[src/sv/mamm_pkg.sv]
// ----------------------------------------------------------------------------
// mamm_pkg
// Shared constants and types for the moving average min/max tracker.
// ----------------------------------------------------------------------------
package mamm_pkg;

	// window length, a power of two so the average is a shift
	localparam int WIN_LOG2 = 3;
	localparam int WIN_LEN  = 1 << WIN_LOG2;

	// sample and running sum widths
	localparam int SMP_W = 16;
	localparam int SUM_W = SMP_W + WIN_LOG2;

	// request kinds
	localparam logic [1:0] KIND_SAMPLE  = 2'd0;
	localparam logic [1:0] KIND_RST_MIN = 2'd1;
	localparam logic [1:0] KIND_RST_MAX = 2'd2;

	// average handed from the window to the tracker
	typedef struct packed {
		logic                    first;
		logic signed [SMP_W-1:0] avg;
	} avg_t;

endpackage

[src/sv/mamm_window.sv]
// ----------------------------------------------------------------------------
// mamm_window
// Sample window with running sum; gives the truncated average of the window
// as it stands once the presented sample is taken in.
// ----------------------------------------------------------------------------
module mamm_window
	import mamm_pkg::*;
(
	input  logic                    clk,
	input  logic                    arst_n,
	input  logic                    sample_en,
	input  logic signed [SMP_W-1:0] sample,
	output avg_t                    avg_info
);

	logic signed [SMP_W-1:0] window_q [WIN_LEN];
	logic signed [SUM_W-1:0] sum_q;
	logic [WIN_LOG2-1:0]     pos_q;
	logic                    first_q;

	logic signed [SUM_W-1:0] smp_ext;
	logic signed [SUM_W-1:0] base_sum;
	logic signed [SUM_W-1:0] old_ext;
	logic signed [SUM_W-1:0] new_sum;
	logic signed [SUM_W-1:0] adj_sum;
	logic signed [SUM_W-1:0] shf_sum;

	// running sum update; first sample fills the whole window
	always_comb begin
		smp_ext  = SUM_W'(sample);
		base_sum = first_q ? (smp_ext <<< WIN_LOG2) : sum_q;
		old_ext  = first_q ? smp_ext : SUM_W'(window_q[pos_q]);
		new_sum  = base_sum - old_ext + smp_ext;
	end

	// divide by window length, truncating toward zero
	always_comb begin
		adj_sum = new_sum[SUM_W-1] ? (new_sum + SUM_W'(WIN_LEN - 1)) : new_sum;
		shf_sum = adj_sum >>> WIN_LOG2;
		avg_info.avg   = shf_sum[SMP_W-1:0];
		avg_info.first = first_q;
	end

	// window storage
	always_ff @(posedge clk) begin
		if (sample_en) begin
			for (int i = 0; i < WIN_LEN; i++) begin
				if (first_q || pos_q == WIN_LOG2'(i)) begin
					window_q[i] <= sample;
				end
			end
		end
	end

	// sum, write position and first flag
	always_ff @(posedge clk or negedge arst_n) begin
		if (!arst_n) begin
			sum_q   <= '0;
			pos_q   <= '0;
			first_q <= 1'b1;
		end else if (sample_en) begin
			sum_q   <= new_sum;
			pos_q   <= (pos_q == WIN_LOG2'(WIN_LEN - 1)) ? '0 : pos_q + 1'b1;
			first_q <= 1'b0;
		end
	end

endmodule

[src/sv/mamm_track.sv]
// ----------------------------------------------------------------------------
// mamm_track
// Current, minimum and maximum average registers, updated per request.
// ----------------------------------------------------------------------------
module mamm_track
	import mamm_pkg::*;
(
	input  logic                    clk,
	input  logic                    arst_n,
	input  logic                    en,
	input  logic [1:0]              kind,
	input  avg_t                    avg_info,
	output logic signed [SMP_W-1:0] cur_q,
	output logic signed [SMP_W-1:0] min_q,
	output logic signed [SMP_W-1:0] max_q
);

	logic signed [SMP_W-1:0] cur_d;
	logic signed [SMP_W-1:0] min_d;
	logic signed [SMP_W-1:0] max_d;

	// next values per request kind
	always_comb begin
		cur_d = cur_q;
		min_d = min_q;
		max_d = max_q;
		case (kind)
			KIND_SAMPLE: begin
				cur_d = avg_info.avg;
				if (avg_info.first || min_q > avg_info.avg) begin
					min_d = avg_info.avg;
				end
				if (avg_info.first || max_q < avg_info.avg) begin
					max_d = avg_info.avg;
				end
			end
			KIND_RST_MIN: begin
				min_d = cur_q;
			end
			KIND_RST_MAX: begin
				max_d = cur_q;
			end
			default: begin
				cur_d = cur_q;
			end
		endcase
	end

	// result registers double as tracker state
	always_ff @(posedge clk or negedge arst_n) begin
		if (!arst_n) begin
			cur_q <= '0;
			min_q <= '0;
			max_q <= '0;
		end else if (en) begin
			cur_q <= cur_d;
			min_q <= min_d;
			max_q <= max_d;
		end
	end

endmodule

[src/sv/moving_average_min_max_tracker.sv]
// ----------------------------------------------------------------------------
// moving_average_min_max_tracker
// Boxcar moving average of signed samples with min/max tracking.
// ----------------------------------------------------------------------------
// Usage:
//   Requests come in on the s_axis group: s_tuser carries the kind (sample,
//   reset minimum, reset maximum), s_tdata the signed 16-bit sample.
//   Every request yields one result on the m_axis group: current average,
//   minimum and maximum, packed in m_tdata from the low bits up.
//   A request is registered in an input stage, processed by one level of
//   logic (running sum, shift, compares) and lands in the result register,
//   which also holds the tracker state. m_tvalid rises as the request
//   moves from the input stage into the result register; one request per
//   cycle is sustained while m_tready stays high.
//   The running sum of the eight-entry window swaps the oldest sample for the new one.
//   When the receiver stalls, the result holds, the input stage keeps one
//   more request, and s_tready drops until the result is taken.
//   Reset clears all handshake state and the averages to zero; the first
//   sample afterwards fills the whole window and sets minimum and maximum.
// ----------------------------------------------------------------------------
module moving_average_min_max_tracker
	import mamm_pkg::*;
(
	input  logic        clk,
	input  logic        arst_n,
	input  logic        s_tvalid,
	output logic        s_tready,
	input  logic [15:0] s_tdata,   // [15:0] sample
	input  logic [1:0]  s_tuser,   // [1:0] kind
	output logic        m_tvalid,
	input  logic        m_tready,
	output logic [47:0] m_tdata    // [15:0] current_avg, [31:16] min_avg, [47:32] max_avg
);

	logic                    valid_s1;
	logic [1:0]              kind_s1;
	logic signed [SMP_W-1:0] sample_s1;
	logic                    out_valid_q;
	logic                    advance;
	logic                    s_accept;
	logic                    sample_en;
	avg_t                    avg_info;
	logic signed [SMP_W-1:0] cur_q;
	logic signed [SMP_W-1:0] min_q;
	logic signed [SMP_W-1:0] max_q;

	// handshake control
	assign advance   = valid_s1 && (!out_valid_q || m_tready);
	assign s_tready  = !valid_s1 || advance;
	assign s_accept  = s_tvalid && s_tready;
	assign sample_en = advance && (kind_s1 == KIND_SAMPLE);

	// input stage
	always_ff @(posedge clk or negedge arst_n) begin
		if (!arst_n) begin
			valid_s1 <= 1'b0;
		end else if (s_accept) begin
			valid_s1 <= 1'b1;
		end else if (advance) begin
			valid_s1 <= 1'b0;
		end
	end

	always_ff @(posedge clk) begin
		if (s_accept) begin
			kind_s1   <= s_tuser;
			sample_s1 <= s_tdata;
		end
	end

	// result valid
	always_ff @(posedge clk or negedge arst_n) begin
		if (!arst_n) begin
			out_valid_q <= 1'b0;
		end else if (advance) begin
			out_valid_q <= 1'b1;
		end else if (m_tready) begin
			out_valid_q <= 1'b0;
		end
	end

	// window and running sum
	mamm_window u_window (
		.clk       (clk),
		.arst_n    (arst_n),
		.sample_en (sample_en),
		.sample    (sample_s1),
		.avg_info  (avg_info)
	);

	// current, min and max
	mamm_track u_track (
		.clk      (clk),
		.arst_n   (arst_n),
		.en       (advance),
		.kind     (kind_s1),
		.avg_info (avg_info),
		.cur_q    (cur_q),
		.min_q    (min_q),
		.max_q    (max_q)
	);

	assign m_tvalid = out_valid_q;
	assign m_tdata  = {max_q, min_q, cur_q};

`ifndef SYNTH
	// current average always lies between the tracked extremes
	a_cur_in_range: assert property (@(posedge clk) disable iff (!arst_n)
		out_valid_q |-> (min_q <= cur_q) && (cur_q <= max_q))
		else $error("current average outside min/max");

	// a processed request always shows up as a result
	a_adv_result: assert property (@(posedge clk) disable iff (!arst_n)
		advance |=> out_valid_q)
		else $error("processed request produced no result");

	// extreme resets and the unused kind leave the current average alone
	a_cmd_keeps_cur: assert property (@(posedge clk) disable iff (!arst_n)
		advance && (kind_s1 != KIND_SAMPLE) |=> $stable(cur_q))
		else $error("command changed current average");

	// held input stage keeps its request
	a_s1_hold: assert property (@(posedge clk) disable iff (!arst_n)
		valid_s1 && !advance |=> valid_s1 && $stable(kind_s1) && $stable(sample_s1))
		else $error("input stage lost a request");
`endif

endmodule

[config.mk]
export PLATFORM = sky130hd
export DESIGN_NAME = moving_average_min_max_tracker
export DESIGN_NICKNAME = d
export VERILOG_FILES = /design/src/sv/mamm_pkg.sv /design/src/sv/mamm_window.sv /design/src/sv/mamm_track.sv /design/src/sv/moving_average_min_max_tracker.sv
export SDC_FILE = /design/constraint.sdc
export NUM_CORES = 1
export LEC_CHECK = 0
export BUFFER_PORTS_ARGS = -buffer_cell sky130_fd_sc_hd__buf_2
export CORE_MARGIN = 4
export CORE_UTILIZATION = 40
export CTS_CLUSTER_DIAMETER = 30
export DETAILED_ROUTE_END_ITERATION = 7
export SETUP_SLACK_MARGIN = 0.3
export SLEW_MARGIN = 20
export SYNTH_ARGS = -nofsm -noshare
export SYNTH_HDL_FRONTEND = slang
export SYNTH_SLANG_ARGS = --single-unit
[constraint.sdc]
create_clock -name clk -period 14.4 [get_ports clk]
set_input_delay 0.72 -clock clk [delete_from_list [all_inputs] [get_ports clk]]
set_output_delay 0.72 -clock clk [all_outputs]
set_load 0.01 [all_outputs]
==> results.cfg, run 1 <==
[sta]
fin_crit_sh_pct = 56.7
finalMaxSlewViolations = 0
worst_pin_slew_ns = 1.10
finalSetupTns_ns = 0
rsz0062_at_grt = no
clock_skew_ns = 0.0301
hold_viol_final = 0
period_needed_ns = 8.16
fmax_mhz = 123
relSlewSlack_pct = 26.2
finalSetupViolCount = 0

[place]
dp_hpwl_um = 17600
routabilityCongestion = 0.856
portBuffers = 71

[synth]
synth_flop_cell = edfxtp_1
avgSynthCellArea_um2 = 12.6
synth_edf_count = 146
ys_seq_elements = 219
synthArstFlopShare_pct = 33.3
yosys_warnings = 0
syn_nets = 1029
syn_inst = 933
synth-seq-area-share_pct = 53.0
synth_cell_types = 73
syn_area_um2 = 11700

[routing]
drc_errors = 0
antenna_left = 0
drt_pass1_iterations = 5
wire_per_inst_um = 18.6
totalWireLength_um = 27400
vias_per_cell = 5.23
num_vias = 7689
drt-initial-drc-count = 708

[final_layout]
syn_to_final_growth_pct = 22.6
final_cell_mix = edfxtp_1, nand2_1, o21ai_0
antenna_cells = 0
final_common_cell = edfxtp_1
final_nets = 1132
fillers = 2494
drive_above_1_share_pct = 25.3

[cts]
cts_resized = 0
postCtsSetupBuffers = 0
ctsHoldBuffers = 0
cts-root-buf = clkbuf_16
clkLatencyLatePin_ns = 0.58
cts_max_level = 2
cts_num_sinks = 219
cts_buffers = 57
clk_pin_slew_ns = 0.04
cts_tree = done
cts_max_path_buffers = 3

[setup_path]
critPathLaunchType = flop
rr_worst_depth = 26
critPathRequiredTime_ns = 14.84
cp.arrival_ns = 8.59
crit_path_max_fanout = 36
critPathCaptureType = flop
crit_type = reg2reg
r2r_slack_ns = 6.24

[die]
die_h_um = 179
core.rowCount = 62
die_area_um2 = 32100
core-area_um2 = 28800
start_util_pct = 40.7
ios = 72
die_w_um = 179

[grt]
grt_overflow = 0
grt_pass1_wl_um = 43900
grt_max_degree = 74
track_usage_pct = 17.5
first_global_vias = 7829
antenna_found_initial = 0

[min_path]
hold_class = in2async

[run_status]
status = completed

[job]
drv_cap = 0
[metrics by stage]
stage | util [%] | worst slack [ns] | hold slack, ns | cell area [µm²] | cells
6_report | 50.0 | 6.24 | 0.191 | 14400 | 1469
5_1_grt | 50.0 | 5.50 | 0.243 | 14400 | 1469
4_1_cts | 49.9 | 6.19 | 0.287 | 14400 | 1469
3_5_place_dp | 43.4 | 6.19 | 0.463 | 12500 | 1361
3_3_place_gp | 43.4 | 6.16 | 0.461 | 12500 | 1361
2_1_floorplan | - | 7.35 | 0.424 | 11700 | 933
[cells by family (layout without fill, tap and decap cells)]
family / count (synthesis) / after routing / synth area share (%)
xor gates and xnor gates: 32 / 32 / 2.52
buffers and inverters: 100 / 252 / 3.64
adders and majority gates: 74 / 74 / 9.05
AOI/OAI and AO/OA: 181 / 181 / 9.84
DFF: 219 / 219 / 53.0
and+or+nand+nor: 228 / 228 / 9.35
muxes: 99 / 99 / 12.6
[layout make-up]
class                           instances  area, µm²  share of cell area, %
Sequential cell                       219       6210                   43.2
Clock inverter                         35        379                   2.64
Inverter                               56        210                   1.46
Timing Repair Buffer                   88        489                   3.40
Tap cell                              384        480                   3.34
Clock buffer                           73       1510                   10.5
Multi-Input combinational cell        614       5100                   35.5
[synthesized netlist by cell type, types with 3 or more instances]
library cell / n / area (µm²)
o31ai_1: 3 / 22.5
nand4_1: 9 / 56.3
or3_1: 6 / 37.5
mux2_2: 27 / 304
xor2_1: 10 / 87.6
buf_1: 7 / 26.3
xnor2_1: 20 / 175
nand3_1: 11 / 55.1
nand2_1: 116 / 435
a21oi_1: 32 / 160
nor3_1: 7 / 35.0
nor2b_1: 9 / 56.3
nand2b_1: 11 / 68.8
and3_1: 4 / 25.0
inv_1: 56 / 210
fa_1: 18 / 360
edfxtp_1: 146 / 4380
a2111oi_0: 5 / 43.8
o211a_1: 3 / 30.0
o21ai_0: 82 / 410
nor2_1: 28 / 105
o211ai_1: 3 / 22.5
a21o_2: 3 / 26.3
clkbuf_1: 26 / 97.6
mux2_4: 11 / 165
a211o_1: 4 / 35.0
nor3b_1: 4 / 30.0
dfrtp_1: 72 / 1800
o21a_1: 6 / 45.0
mux4_2: 32 / 721
ha_1: 56 / 701
mux2i_1: 29 / 290
and2_1: 6 / 37.5
a211oi_1: 5 / 37.5
a311oi_1: 3 / 26.3
buf_2: 5 / 25.0
nor4_1: 4 / 25.0
a21o_1: 11 / 82.6
[state kept, by name, indices dropped and copies added, names as in the netlist]
register and flops:
u_track.max_q 16, kind_s1 2, u_window.window_q 128, sample_s1 16, u_track.min_q 16, u_track.cur_q 16, u_window.pos_q 3, u_window.sum_q 19
valid_s1 1, m_tvalid 1, u_window.first_q 1
[worst paths after layout]
kind                                     end               from
min in group clk                sample_s1[9]         s_tdata[9]
max in group asynchronous  u_window.pos_q[0]             arst_n
setup / recovery            u_track.min_q[6]  u_window.pos_q[0]
setup reg to reg            u_track.min_q[6]  u_window.pos_q[0]
hold reg to reg            u_window.sum_q[3]  u_window.sum_q[3]
hold / removal              u_track.cur_q[5]             arst_n
[per-layer routing]
metal / wire [µm] / up-vias / track usage [%]
li1: - / 3656 / -
met3: 1220 / 46 / 3.18
met4: 551 / 0 / 5.17
met1: 12600 / 3829 / 24.7
met5: 0 / - / 0
met2: 13000 / 158 / 27.7
[critical path, cell delays in order, from the launching register on]
cell	delay [ns]
dfrtp_2	0.34
buf_4	0.55
mux4_2	0.58
nand2_1	0.09
a21oi_1	0.06
a21oi_1	0.45
fa_1	0.51
ha_1	0.40
and3_1	0.23
nor2b_1	0.29
o2111ai_1	0.20
nand3_1	0.17
xnor2_2	0.22
nor2b_1	0.57
nor3b_1	0.31
xnor2_1	0.23
ha_1	0.36
and3_1	0.14
nand3_1	0.12
o21ai_0	0.18
a21oi_1	0.06
a21oi_1	0.12
and2_1	0.20
a2111oi_0	0.12
mux2_4	0.31
nor3_4	0.79
mux2_2	0.41
Power of run 1 is left out: the tool's default activity adds up to more than one toggle a clock period on the data nets, which glitch-free logic cannot reach.
==> inputs of run 2 (changes only) <==
- clock period: 14.4 -> 6.6 ns (I/O delays scaled with it)
==> run 2 against run 1 <==
The flow now finishes with violations (setup timing). Cell count rose by 11%. Fmax increased by 23%. Sequential share of layout area shrank 5.1 points. Setup slack lost 6.3 ns. Routed wire length increased by 9.1%. Highest routed layer unchanged.
==> results.cfg, run 2 (synthesized netlist as in run 1, its figures left out) <==
[sta]
finalSetupViolCount = 16
finalMaxSlewViolations = 0
fin_crit_sh_pct = 101
rsz0062_at_grt = yes
fmax_mhz = 150
clock_skew_ns = 0.0339
period_needed_ns = 6.65
hold_viol_final = 0
fin_ws_ns = -0.0481
worst_pin_slew_ns = 0.985
relSlewSlack_pct = 34.1

[routing]
drt_pass1_iterations = 5
totalWireLength_um = 29800
drt-initial-drc-count = 536
antenna_left = 0
wire_per_inst_um = 18.3
num_vias = 8391
drc_errors = 0
vias_per_cell = 5.16

[die]
ios = 72
die_h_um = 179
die_area_um2 = 32100
core.rowCount = 62
die_w_um = 179
start_util_pct = 40.7
core-area_um2 = 28800

[cts]
cts_tree = done
cts_num_sinks = 219
clkLatencyLatePin_ns = 0.57
cts_max_level = 2
clk_pin_slew_ns = 0.04
cts-root-buf = clkbuf_16
cts_buffers = 54
cts_max_path_buffers = 3

[grt]
grt_pass1_wl_um = 47200
grt_overflow = 0
track_usage_pct = 18.8
grt_max_degree = 74
first_global_vias = 8620
antenna_found_initial = 0

[setup_path]
crit_path_max_fanout = 8
crit_path_top_delay_cell = fa_1
max_stage_delay_ns = 0.56
cp.arrival_ns = 7.07
critPathRequiredTime_ns = 7.02
critPathLaunchType = flop
crit_type = reg2reg
critPathCaptureType = flop

[min_path]
hold_class = in2reg

[place]
placed_area_um2 = 13500
placed_cells = 1478
portBuffers = 71
dp_hpwl_um = 19600
routabilityCongestion = 0.862

[job]
drv_cap = 0

[final_layout]
drive_above_1_share_pct = 38.4
antenna_cells = 0
fin_cells = 1627
largest_register_ff_count = 128
final_nets = 1296
final_cell_mix = edfxtp_1, buf_4, nand2_1
top_regs = u_window.window_q x128, u_window.sum_q x19
largest-register = u_window.window_q
fin_area_um2 = 16300
syn_to_final_growth_pct = 38.9

[run_status]
status = finished with violations
violations = setup timing
==> run 2: changes by cell type in the layout (fill, tap and decap cells not counted), sizes merged <==
cell / change
bufinv: +3
clkinv: -4
buf: +147
clkinvlp: -4
dlygate4sd3: +20
inv: +6
clkbuf: -10
==> run 2: layer usage <==
metal	routed length [µm]	track usage [%]	part of all wire (%)
met5	0	0	0
met4	606	5.27	2.0
met3	1270	2.68	4.2
met2	14500	30.7	49
met1	13400	26.5	45
==> run 2: cell type report <==
| class | count | area, µm² |
|---|---|---|
| Fill cell | 2351 | 12500 |
| Sequential cell | 219 | 6210 |
| Multi-Input combinational cell | 614 | 5560 |
| Timing Repair Buffer | 255 | 1960 |
| Clock buffer | 63 | 1430 |
| Tap cell | 384 | 480 |
| Clock inverter | 36 | 443 |
| Inverter | 56 | 210 |
==> run 2: final timing paths <==
kind                                   start                  to  slack (ns)  cells past startpoint
setup / recovery           u_window.pos_q[0]    u_track.min_q[9]       -0.05                     28
hold / removal                      m_tready            m_tvalid        0.08                      3
setup reg to reg           u_window.pos_q[0]    u_track.min_q[9]       -0.05                     28
hold reg to reg            u_window.sum_q[0]   u_window.sum_q[0]        0.48                      2
max in group asynchronous             arst_n  u_window.sum_q[14]        5.71                      2
min in group asynchronous             arst_n   u_window.sum_q[2]        0.39                      2
==> run 2: per-stage QoR <==
stage / TNS, ns / utilization [%] / hold WS, ns / setup slack, ns
after global placement: -5.84 / 47.0 / 0.458 / -0.301
final: -0.690 / 56.6 / 0.0754 / -0.0481
after CTS: 0 / 56.1 / 0.0658 / 0.0848
after detailed placement: -8.65 / 47.0 / 0.462 / -0.376
after floorplan: 0 / - / 0.0344 / 0.293
after global routing: -8.13 / 56.6 / 0.120 / -0.292
==> run 2: critical path, delay by kind of cell (launching register included) <==
kind / cells / cell delay, ns
XOR/XNOR: 1 / 0.19
AO/OA/AOI/OAI: 5 / 1.29
flip-flops: 1 / 0.41
AND/OR/NAND/NOR: 10 / 1.69
multiplexers: 4 / 1.19
adder cells (fa/ha/maj): 3 / 1.10
buffers and inverters: 5 / 0.62
==> run 2: what timing repair did <==
action,CTS,global route
hold buffers,20,0
setup buffers,24,5
cloned,1,0
hold endpoints to repair,38,0
endpoints found under the setup margin,32,32
resized for setup,65,20
pin swaps,37,21
Power of run 2 is left out for the same reason.
==> inputs of run 3 (changes only) <==
- clock period: 6.6 -> 6.5 ns (I/O delays scaled with it)
==> run 3 against run 2 <==
The run still ends with setup timing left. Critical path depth grew 2. Register-to-register slack is essentially flat. Die area is the same. Critical path type unchanged.
==> results.cfg, run 3 (synthesized netlist as in run 1, its figures left out) <==
[run_status]
status = finished with violations
violations = setup timing

[cts]
clkLatencyLatePin_ns = 0.56
cts_max_level = 2
cts_max_path_buffers = 3
cts_num_sinks = 219
cts_tree = done
clk_pin_slew_ns = 0.05
cts-root-buf = clkbuf_16
cts_buffers = 53

[sta]
finalSetupViolCount = 15
fin_crit_sh_pct = 101
clock_skew_ns = 0.0301
period_needed_ns = 6.56
fin_ws_ns = -0.0611
rsz0062_at_grt = yes
worst_pin_slew_ns = 1.05
hold_viol_final = 0
finalMaxSlewViolations = 0
finalSetupTns_ns = -0.773
relSlewSlack_pct = 29.9
fmax_mhz = 152

[setup_path]
crit_path_max_fanout = 5
cp.arrival_ns = 6.97
crit_path_top_delay_cell = fa_1
critPathLaunchType = flop
critPathCaptureType = flop
critPathRequiredTime_ns = 6.91
crit_type = reg2reg
max_stage_delay_ns = 0.57

[grt]
grt_pass1_wl_um = 45900
antenna_found_initial = 0
track_usage_pct = 18.1
grt_overflow = 0
first_global_vias = 8562
grt_max_degree = 52

[final_layout]
fin_area_um2 = 16300
utilization_pct = 56.8
top_regs = u_window.window_q x128, u_window.sum_q x19
regArea_um2 = 6210
final_common_cell = edfxtp_1
syn_to_final_growth_pct = 39.3
multi_input_area_um2 = 5620
largest-register = u_window.window_q
largest_register_ff_count = 128
drive_above_1_share_pct = 39.9
final_cell_mix = edfxtp_1, buf_4, nand2_1
fillers = 2346
final_nets = 1298
antenna_cells = 0

[min_path]
hold_class = in2reg

[die]
core.rowCount = 62
die_area_um2 = 32100
die_w_um = 179
die_h_um = 179
core-area_um2 = 28800
start_util_pct = 40.7
ios = 72

[place]
placed_area_um2 = 13500
place_ws_ns = -0.365
routabilityCongestion = 0.855
dp_hpwl_um = 19800
portBuffers = 71

[routing]
drc_errors = 0
wire_per_inst_um = 18.0
drt_pass1_iterations = 4
drt-initial-drc-count = 434
totalWireLength_um = 29300
num_vias = 8375
vias_per_cell = 5.14
antenna_left = 0

[job]
drv_cap = 0
## run 3: changes by cell type in the layout (fill, tap and decap cells not counted), sizes merged
cell      change
buf           +1
clkinv        -4
inv           +6
bufinv        -2
clkbuf        +2
clkinvlp      -1
## run 3: final cells by class
cell class              count  area share (%)
inverters                  56            1.29
multi-input cells         614            34.4
flip-flops and latches    219            38.0
clock inverters            35            2.42
well taps                 384            2.94
clock buffers              63            8.66
repair buffers            258            12.3
## run 3: final timing paths
check	start	end	slack, ns	depth (start not counted)
worst max-delay path	u_window.pos_q[0]	u_track.min_q[7]	-0.06	30
worst min-delay path	m_tready	m_tvalid	0.07	3
worst max register to register	u_window.pos_q[0]	u_track.min_q[7]	-0.06	30
worst min register to register	u_window.sum_q[0]	u_window.sum_q[0]	0.48	2
max in group asynchronous	arst_n	u_track.min_q[6]	5.28	3
min in group asynchronous	arst_n	u_track.cur_q[2]	0.26	2
## run 3: repair_timing
action / CTS / global route
hold buffers: 20 / 0
cloned: 0 / 2
pin swaps: 25 / 31
hold endpoints to repair: 44 / 0
setup buffers: 11 / 19
resized for setup: 34 / 79
endpoints found under the setup margin: 32 / 32
## run 3: worst max-delay path, delay by kind of cell (launching register included)
kind / cells / cell delay [ns]
mux: 4 / 1.18
compound gates: 6 / 1.35
flops: 1 / 0.42
simple gates: 9 / 1.46
buf+inv: 8 / 0.89
fa+ha+maj: 3 / 1.08
## run 3: per-stage QoR
step                cells  hold WS, ns
floorplan             933       0.0294
global placement     1479        0.290
detailed placement   1479        0.285
CTS                  1608       0.0567
global route         1629        0.107
finish               1629       0.0704
## run 3: per-layer routing
layer  vias to the layer above  wire [µm]  GRT usage, %  share of wire (%)
li1                       4001          -             -                  -
met1                      4177      13200          24.8                 45
met2                       154      14400          30.2                 49
met3                        43       1240          3.02                4.2
met4                         0        484          4.70                1.7
met5                         -          0             0                  0
Power of run 3 is left out for the same reason.
